**src/hdl/pasm_pkg.sv**
```systemverilog
// Shared types, field widths and mode codes for the polynomial add, subtract and multiply block.
package pasm_pkg;

  localparam int MAX_DEGREE_DEF = 31;

  localparam int MODE_W  = 3;
  localparam int INDEX_W = 5;
  localparam int VALUE_W = 16;
  localparam int POWER_W = 6;
  localparam int COEF_W  = 40;
  localparam int TERM_W  = 2 * VALUE_W;

  localparam logic [MODE_W-1:0] MODE_LOAD_A = 3'd0;
  localparam logic [MODE_W-1:0] MODE_LOAD_B = 3'd1;
  localparam logic [MODE_W-1:0] MODE_ADD    = 3'd2;
  localparam logic [MODE_W-1:0] MODE_SUB    = 3'd3;
  localparam logic [MODE_W-1:0] MODE_MUL    = 3'd4;

  typedef enum logic [1:0] {
    OP_ADD = 2'd0,
    OP_SUB = 2'd1,
    OP_MUL = 2'd2
  } op_e;

  typedef struct packed {
    logic [MODE_W-1:0]         mode;
    logic [INDEX_W-1:0]        index;
    logic signed [VALUE_W-1:0] value;
    logic                      is_last;
  } in_item_t;

  typedef struct packed {
    logic [POWER_W-1:0]       power;
    logic signed [COEF_W-1:0] coef;
    logic                     last;
  } out_item_t;

  typedef struct packed {
    logic               wr_a;
    logic               wr_b;
    logic               acc_clr;
    logic               issue;
    op_e                op;
    logic [INDEX_W-1:0] ia;
    logic [INDEX_W-1:0] jb;
    logic               out_load;
    logic [POWER_W-1:0] power;
  } pasm_cmd_t;

  typedef struct packed {
    logic [INDEX_W-1:0] deg_a;
    logic [INDEX_W-1:0] deg_b;
    logic               acc_zero;
    logic               out_busy;
  } pasm_status_t;

endpackage

```
**src/hdl/pasm_ctrl.sv**
```systemverilog
// Sequencer that walks result powers and coefficient pairs for each operation item.
module pasm_ctrl import pasm_pkg::*; #(
  parameter int MAX_DEGREE = MAX_DEGREE_DEF
) (
  input  logic              clk_i,
  input  logic              rst_ni,
  input  logic              in_valid_i,
  output logic              in_stall_o,
  input  logic [MODE_W-1:0] mode_i,
  input  pasm_status_t      status_i,
  output pasm_cmd_t         cmd_o
);

  localparam int IW   = $clog2(MAX_DEGREE + 1);
  localparam int KMAX = 2 * MAX_DEGREE;
  localparam int KW   = $clog2(KMAX + 1);

  typedef enum logic [3:0] {
    S_IDLE  = 4'b0001,
    S_ISSUE = 4'b0010,
    S_DRAIN = 4'b0100,
    S_EMIT  = 4'b1000
  } state_e;

  state_e          state_q, state_d;
  op_e             op_q, op_d;
  logic [KW-1:0]   k_q, k_d;
  logic [IW-1:0]   i_q, i_d;
  logic            found_q, found_d;
  logic [IW-1:0]   deg_a, deg_b;
  logic [IW-1:0]   last_i;
  logic [KW-1:0]   k_next;
  op_e             op_sel;
  logic [KW-1:0]   k_start;

  // First operand index that contributes to power k.
  function automatic logic [IW-1:0] first_i(op_e op, logic [KW-1:0] k, logic [IW-1:0] db);
    logic [KW-1:0] dbx;
    dbx = KW'(db);
    if (op == OP_MUL && k > dbx) begin
      first_i = IW'(k - dbx);
    end else if (op == OP_MUL) begin
      first_i = '0;
    end else begin
      first_i = IW'(k);
    end
  endfunction

  assign deg_a  = status_i.deg_a[IW-1:0];
  assign deg_b  = status_i.deg_b[IW-1:0];
  assign k_next = k_q - KW'(1);
  assign last_i = (op_q == OP_MUL && KW'(deg_a) < k_q) ? deg_a : IW'(k_q);

  assign op_sel  = (mode_i == MODE_MUL) ? OP_MUL : ((mode_i == MODE_SUB) ? OP_SUB : OP_ADD);
  assign k_start = (op_sel == OP_MUL) ? (KW'(deg_a) + KW'(deg_b)) :
                   ((deg_a > deg_b) ? KW'(deg_a) : KW'(deg_b));

  assign in_stall_o = (state_q != S_IDLE);

  always_comb begin
    state_d = state_q;
    op_d    = op_q;
    k_d     = k_q;
    i_d     = i_q;
    found_d = found_q;
    cmd_o   = '0;
    cmd_o.op    = op_q;
    cmd_o.ia    = INDEX_W'(i_q);
    cmd_o.jb    = (op_q == OP_MUL) ? INDEX_W'(IW'(k_q - KW'(i_q))) : INDEX_W'(IW'(k_q));
    cmd_o.power = POWER_W'(k_q);
    unique case (state_q)
      S_IDLE: begin
        if (in_valid_i) begin
          unique case (mode_i) inside
            MODE_LOAD_A: cmd_o.wr_a = 1'b1;
            MODE_LOAD_B: cmd_o.wr_b = 1'b1;
            [MODE_ADD:MODE_MUL]: begin
              op_d          = op_sel;
              k_d           = k_start;
              i_d           = first_i(op_sel, k_start, deg_b);
              found_d       = 1'b0;
              cmd_o.acc_clr = 1'b1;
              state_d       = S_ISSUE;
            end
            default: ;
          endcase
        end
      end
      S_ISSUE: begin
        cmd_o.issue = 1'b1;
        if (i_q == last_i) begin
          state_d = S_DRAIN;
        end else begin
          i_d = i_q + IW'(1);
        end
      end
      S_DRAIN: begin
        state_d = S_EMIT;
      end
      S_EMIT: begin
        // Leading zero powers above power zero are dropped until the first nonzero one.
        if (!found_q && k_q != '0 && status_i.acc_zero) begin
          k_d           = k_next;
          i_d           = first_i(op_q, k_next, deg_b);
          cmd_o.acc_clr = 1'b1;
          state_d       = S_ISSUE;
        end else if (!status_i.out_busy) begin
          cmd_o.out_load = 1'b1;
          found_d        = 1'b1;
          if (k_q == '0) begin
            state_d = S_IDLE;
          end else begin
            k_d           = k_next;
            i_d           = first_i(op_q, k_next, deg_b);
            cmd_o.acc_clr = 1'b1;
            state_d       = S_ISSUE;
          end
        end
      end
      default: state_d = S_IDLE;
    endcase
  end

  always_ff @(posedge clk_i or negedge rst_ni) begin
    if (!rst_ni) begin
      state_q <= S_IDLE;
      op_q    <= OP_ADD;
      k_q     <= '0;
      i_q     <= '0;
      found_q <= 1'b0;
    end else begin
      state_q <= state_d;
      op_q    <= op_d;
      k_q     <= k_d;
      i_q     <= i_d;
      found_q <= found_d;
    end
  end

`ifndef NO_ASSERTIONS
  a_issue_in_range: assert property (@(posedge clk_i) disable iff (!rst_ni)
    state_q == S_ISSUE |-> i_q <= last_i)
    else $error("pair index ran past the last contributing coefficient");

  a_power_in_range: assert property (@(posedge clk_i) disable iff (!rst_ni)
    state_q != S_IDLE |-> k_q <= KW'(KMAX))
    else $error("result power beyond the largest possible degree");

  a_last_ends_op: assert property (@(posedge clk_i) disable iff (!rst_ni)
    state_q == S_EMIT && cmd_o.out_load && k_q == '0 |=> state_q == S_IDLE)
    else $error("operation did not finish after the power-zero item");
`endif

endmodule

```
**src/hdl/pasm_dp.sv**
```systemverilog
// Operand storage, multiply-accumulate datapath and result output register.
module pasm_dp import pasm_pkg::*; #(
  parameter int MAX_DEGREE = MAX_DEGREE_DEF
) (
  input  logic         clk_i,
  input  logic         rst_ni,
  input  in_item_t     in_item_i,
  input  pasm_cmd_t    cmd_i,
  output pasm_status_t status_o,
  input  logic         out_stall_i,
  output logic         out_valid_o,
  output out_item_t    out_item_o
);

  localparam int DEPTH = MAX_DEGREE + 1;
  localparam int IW    = $clog2(DEPTH);

  logic signed [VALUE_W-1:0] a_q [DEPTH];
  logic signed [VALUE_W-1:0] b_q [DEPTH];
  logic [IW-1:0]             deg_a_q, deg_b_q;
  logic                      wr_ok;
  logic [IW-1:0]             widx;
  logic [IW-1:0]             ia, jb;
  logic signed [VALUE_W-1:0] a_op, b_op;
  logic signed [TERM_W-1:0]  prod;
  logic signed [TERM_W-1:0]  term_d, term_q;
  logic                      term_vld_q;
  logic signed [COEF_W-1:0]  acc_q;
  logic                      out_vld_q;
  out_item_t                 out_q;

  // Loads to powers above the supported degree are dropped.
  assign wr_ok = (in_item_i.index <= INDEX_W'(MAX_DEGREE));
  assign widx  = in_item_i.index[IW-1:0];

  always_ff @(posedge clk_i or negedge rst_ni) begin
    if (!rst_ni) begin
      for (int n = 0; n < DEPTH; n++) begin
        a_q[n] <= '0;
        b_q[n] <= '0;
      end
      deg_a_q <= '0;
      deg_b_q <= '0;
    end else begin
      if (cmd_i.wr_a && wr_ok) begin
        a_q[widx] <= in_item_i.value;
        if (in_item_i.is_last) begin
          deg_a_q <= widx;
        end
      end
      if (cmd_i.wr_b && wr_ok) begin
        b_q[widx] <= in_item_i.value;
        if (in_item_i.is_last) begin
          deg_b_q <= widx;
        end
      end
    end
  end

  assign ia   = cmd_i.ia[IW-1:0];
  assign jb   = cmd_i.jb[IW-1:0];
  assign a_op = (ia <= deg_a_q) ? a_q[ia] : '0;
  assign b_op = (jb <= deg_b_q) ? b_q[jb] : '0;
  assign prod = a_op * b_op;

  always_comb begin
    case (cmd_i.op)
      OP_ADD:  term_d = TERM_W'(a_op) + TERM_W'(b_op);
      OP_SUB:  term_d = TERM_W'(a_op) - TERM_W'(b_op);
      OP_MUL:  term_d = prod;
      default: term_d = '0;
    endcase
  end

  always_ff @(posedge clk_i) begin
    if (cmd_i.issue) begin
      term_q <= term_d;
    end
  end

  always_ff @(posedge clk_i or negedge rst_ni) begin
    if (!rst_ni) begin
      term_vld_q <= 1'b0;
      acc_q      <= '0;
    end else begin
      term_vld_q <= cmd_i.issue;
      if (cmd_i.acc_clr) begin
        acc_q <= '0;
      end else if (term_vld_q) begin
        acc_q <= acc_q + COEF_W'(term_q);
      end
    end
  end

  always_ff @(posedge clk_i or negedge rst_ni) begin
    if (!rst_ni) begin
      out_vld_q <= 1'b0;
    end else if (cmd_i.out_load) begin
      out_vld_q <= 1'b1;
    end else if (!out_stall_i) begin
      out_vld_q <= 1'b0;
    end
  end

  always_ff @(posedge clk_i) begin
    if (cmd_i.out_load) begin
      out_q.power <= cmd_i.power;
      out_q.coef  <= acc_q;
      out_q.last  <= (cmd_i.power == '0);
    end
  end

  assign out_valid_o = out_vld_q;
  assign out_item_o  = out_q;

  assign status_o.deg_a    = INDEX_W'(deg_a_q);
  assign status_o.deg_b    = INDEX_W'(deg_b_q);
  assign status_o.acc_zero = (acc_q == '0);
  assign status_o.out_busy = out_vld_q && out_stall_i;

`ifndef NO_ASSERTIONS
  a_clr_vs_acc: assert property (@(posedge clk_i) disable iff (!rst_ni)
    term_vld_q |-> !cmd_i.acc_clr)
    else $error("accumulator cleared while a term was still arriving");

  a_no_overwrite: assert property (@(posedge clk_i) disable iff (!rst_ni)
    cmd_i.out_load |-> !(out_vld_q && out_stall_i))
    else $error("result register overwritten while its item was stalled");

  a_bad_load_keeps_deg: assert property (@(posedge clk_i) disable iff (!rst_ni)
    (cmd_i.wr_a || cmd_i.wr_b) && !wr_ok |=> $stable(deg_a_q) && $stable(deg_b_q))
    else $error("out-of-range load changed an operand degree");
`endif

endmodule

```
**src/hdl/polynomial_add_sub_mul.sv**
```systemverilog
// Top level of the polynomial add, subtract and multiply block.
//
//   channel | direction | handshake              | item
//   --------+-----------+------------------------+----------------------------------
//   in      | input     | in_valid_i / in_stall_o | in_item_i  (mode, index, value, is_last)
//   out     | output    | out_valid_o / out_stall_i | out_item_o (power, coef, last)
//
// A load item is written from the idle state. An add or subtract makes one pass of the
// single multiply-accumulate unit per result power; a multiply makes one pass per
// coefficient pair. Each result power then goes through a drain and an emit step.
// Output stalls hold the emit step, since each power waits for a free result register.
// Reset clears both operands to zero and both degrees to zero; no clearing pass is needed.
// The input stalls for the whole of an operation; loads are taken back to back.
module polynomial_add_sub_mul import pasm_pkg::*; #(
  parameter int MAX_DEGREE = MAX_DEGREE_DEF
) (
  input  logic      clk_i,
  input  logic      rst_ni,
  input  logic      in_valid_i,
  output logic      in_stall_o,
  input  in_item_t  in_item_i,
  output logic      out_valid_o,
  input  logic      out_stall_i,
  output out_item_t out_item_o
);

  pasm_cmd_t    cmd;
  pasm_status_t status;

  pasm_ctrl #(
    .MAX_DEGREE(MAX_DEGREE)
  ) u_ctrl (
    .clk_i      (clk_i),
    .rst_ni     (rst_ni),
    .in_valid_i (in_valid_i),
    .in_stall_o (in_stall_o),
    .mode_i     (in_item_i.mode),
    .status_i   (status),
    .cmd_o      (cmd)
  );

  pasm_dp #(
    .MAX_DEGREE(MAX_DEGREE)
  ) u_dp (
    .clk_i       (clk_i),
    .rst_ni      (rst_ni),
    .in_item_i   (in_item_i),
    .cmd_i       (cmd),
    .status_o    (status),
    .out_stall_i (out_stall_i),
    .out_valid_o (out_valid_o),
    .out_item_o  (out_item_o)
  );

endmodule
```
**config.mk**
```make
export PLATFORM = sky130hd
export DESIGN_NAME = polynomial_add_sub_mul
export DESIGN_NICKNAME = d
export VERILOG_FILES = /design/src/hdl/pasm_pkg.sv /design/src/hdl/pasm_ctrl.sv /design/src/hdl/pasm_dp.sv /design/src/hdl/polynomial_add_sub_mul.sv
export SDC_FILE = /design/constraint.sdc
export NUM_CORES = 2
export LEC_CHECK = 0
export BUFFER_PORTS_ARGS = -buffer_cell sky130_fd_sc_hd__buf_2
export CAP_MARGIN = 20
export CORE_MARGIN = 1.5
export CORE_UTILIZATION = 60
export DETAILED_ROUTE_END_ITERATION = 6
export GPL_TIMING_DRIVEN = 0
export PLACE_DENSITY = 0.8
export SLEW_MARGIN = 30
export SYNTH_ARGS = -nofsm -noshare
export SYNTH_HDL_FRONTEND = slang
export SYNTH_SLANG_ARGS = --single-unit
```
**constraint.sdc**
```tcl
create_clock -name clk_i -period 12.5 [get_ports clk_i]
set_input_delay 1.25 -clock clk_i [delete_from_list [all_inputs] [get_ports clk_i]]
set_output_delay 1.25 -clock clk_i [all_outputs]
set_load 0.005 [all_outputs]
```
==> impl_metrics.ini <==
[run_status]
status = finished clean

[die]
chipHeight_um = 337
die_area_um2 = 114000
fp.dieW_um = 337
io_pins = 78
start_util_pct = 60.5
core-area_um2 = 111000
fp-row-count = 122

[route]
dr.pass1.iters = 7
drc = 0
routed.top_layer = met5
routed_via_density = 6.53
num_vias = 45000
drt_iter0_markers = 4826
met2_length_um = 88200
wl_um = 193000
route.detailed.wl_per_inst_um = 27.9
met3_length_um = 19600
m1WireLength_um = 76800
ant_nets = 0

[synthesis]
ys_seq_elements = 1173
synth_area_leaders = dfrtp_1, mux2_2, mux4_2, fa_1, ha_1
synth_cell_types = 80
synthesis.area_um2 = 66900
synth_nets = 5617
ys_async_sr_fraction_pct = 93.3
ys_seq_area_share_pct = 44.4
synth_largest_area_cell = dfrtp_1
syn_area_per_cell_um2 = 13.1
synth.most_common_cell = dfrtp_1
synth.cells.most_frequent = dfrtp_1, mux2_2, inv_1, nand2_1
synthCells = 5124
yosys.area.top_type_share_pct = 40.9
synth_edf_count = 79
ys_warn_count = 0
synthFlopType = dfrtp_1

[worst_setup_path]
crit_family = adder cells
path_class = register to register
reg2reg_from = u_ctrl.i_q[2]
crit_buf_inv = 11
r2r-end = u_dp.term_q[24]
cp.arrival_ns = 12.61
crit_fanout = 19
rrSetupSlack_ns = 0.36
critPathLaunchType = register
slowest_stage = clkbuf_2
end_kind = register
worstRegToRegCells = 38
required_ns = 12.96
critPathMaxStageDelay_ns = 0.63

[placement]
place_congestion = 0.966
dp_hpwl_um = 142000
portBuffers = 61
dp_cells = 6685
placed_area_um2 = 69500

[power_and_ir_drop]
p_per_area_nw_per_um2 = 197
irDropWorstVdd_mv = 0.168
p_leak_nw = 33.8
power_w = 0.0145

[job]
maxCapViolations = 0

[clock_tree]
root_buffer = clkbuf_16
clock-sinks = 1173
cts_tree = done
cts_hold_buf = 0
cts_inserted_buffers = 116
clk_pin_slew_ns = 0.07
insertion_delay_ns = 0.74
clk_path_buf_depth = 3
h-tree-depth = 3

[grt]
grt_antenna_before_repair = 8
grt_pass1_wl_um = 291000
grt_pass1_vias = 46100
grt_max_degree = 127
grt_overflow = 0
track_usage_pct = 34.6

[timing]
clock_skew_ns = 0.0555
post-route-period-util_pct = 97.2
timing.hold.ws_ns = 0.369
rsz0062_at_grt = false
final-max-slew-violation-count = 0
max_freq_mhz = 82.3
hold_violations = 0
fin_crit_ns = 12.14
tightest_slew_ns = 1.08
maxSlewHeadroom_pct = 28.2
setup_viol = 0

[finish]
post-route-cell-area_um2 = 73700
fin_nets = 5804
layout-drive-gt1-share_pct = 32.8
syn2layout_area_growth_pct = 10.0
fin_cells = 6898

[worst_hold_path]
min_path_type = input pin to async pin
[flip-flops by register name, indices dropped and copies added, names as in the netlist]
register          cells
u_ctrl.found_q        1
u_ctrl.i_q            5
u_ctrl.k_q            6
u_ctrl.op_q           2
u_ctrl.state_q        4
u_dp.a_q            512
u_dp.acc_q           40
u_dp.b_q            512
u_dp.deg_a_q          5
u_dp.deg_b_q          5
u_dp.out_item_o      47
u_dp.out_valid_o      1
u_dp.term_q          32
u_dp.term_vld_q       1
[report_power, final]
part | switching (W) | internal, W | leakage (nW)
logic | 0.00415 | 0.00229 | 15.9
registers | 0.000208 | 0.00413 | 15.8
clock network | 0.00156 | 0.00216 | 2.01
[metrics by stage]
stage | worst slack, ns | utilization [%] | TNS [ns]
2_1_floorplan | 1.98 | - | 0
3_3_place_gp | -13.32 | 62.4 | -
3_5_place_dp | -1.90 | 62.8 | -24.50
4_1_cts | 0.000294 | 66.5 | 0
5_1_grt | 0.0396 | 66.6 | 0
6_report | 0.356 | 66.6 | 0
[cell type report]
cell class / instances / area, um^2
repair buffers: 74 / 646
clock buffers: 162 / 3370
clock inverters: 54 / 718
plain buffers: 342 / 1620
inverters: 343 / 1290
well taps: 1488 / 1860
multi-input cells: 3261 / 34400
flip-flops and latches: 1173 / 29800
diodes: 1 / 2.50
fillers: 7770 / 37000
[cell families (layout without fill, tap and decap cells)]
logic type	Yosys count	count (layout)	share of synthesized area (%)
xor gates and xnor gates	102	102	1.36
other	0	1	0
adders and majority gates	464	464	11.7
and+or+nand+nor	859	859	5.72
DFF	1173	1173	44.4
muxes	1380	1380	27.9
AOI/OAI and AO/OA	456	456	4.58
buffers and inverters	690	975	4.32
[worst max path at each step]
| stage | start | endpoint | slack (ns) | depth (start not counted) |
|---|---|---|---|---|
| after detailed placement | u_ctrl.i_q[2] | u_dp.term_q[31] | -1.90 | 40 |
| after global routing | u_ctrl.i_q[1] | u_dp.term_q[31] | 0.04 | 40 |
| final | u_ctrl.i_q[2] | u_dp.term_q[24] | 0.36 | 38 |
| after global placement | rst_ni | u_dp.a_q[270] | -13.32 | 1 |
| after floorplan | u_ctrl.i_q[1] | u_dp.term_q[31] | 1.98 | 42 |
| after CTS | u_ctrl.k_q[0] | u_dp.term_q[31] | 0.0003 | 37 |
[cells in the final DEF, fill, tap and decap left out, drive strengths merged, types with 7 or more instances in the layout]
cell type     n
ha          195
o21bai       19
a31oi        18
nand3        74
buf         216
nor2b        30
dfrtp      1093
xor2         39
nor4         14
nand3b        7
nand2b       33
mux4        284
clkbuf      362
a311o        14
inv         345
a21o         74
nand4        14
or2           7
a21oi       110
mux2i        61
clkinv       33
fa          269
o21ai        88
nor3         48
and2         25
nand2       290
a211oi       31
xnor2        62
a211o         7
mux2       1035
and3         16
nor2        284
bufinv       13
o22ai        19
o21a         16
a22oi         9
edfxtp       79
[routing by layer]
metal / global-route usage, % / vias up
met4: 13.2 / 12
li1: - / 18500
met2: 52.7 / 2367
met3: 9.30 / 443
met1: 47.8 / 23800
met5: 0 / -
[what timing repair did]
action	in CTS	in global routing
buffers inserted	1	0
resized for setup	14	9
pin swaps	1	0
endpoints found under the setup margin	20	10
Note: power is estimated with default switching activity, not from simulation.
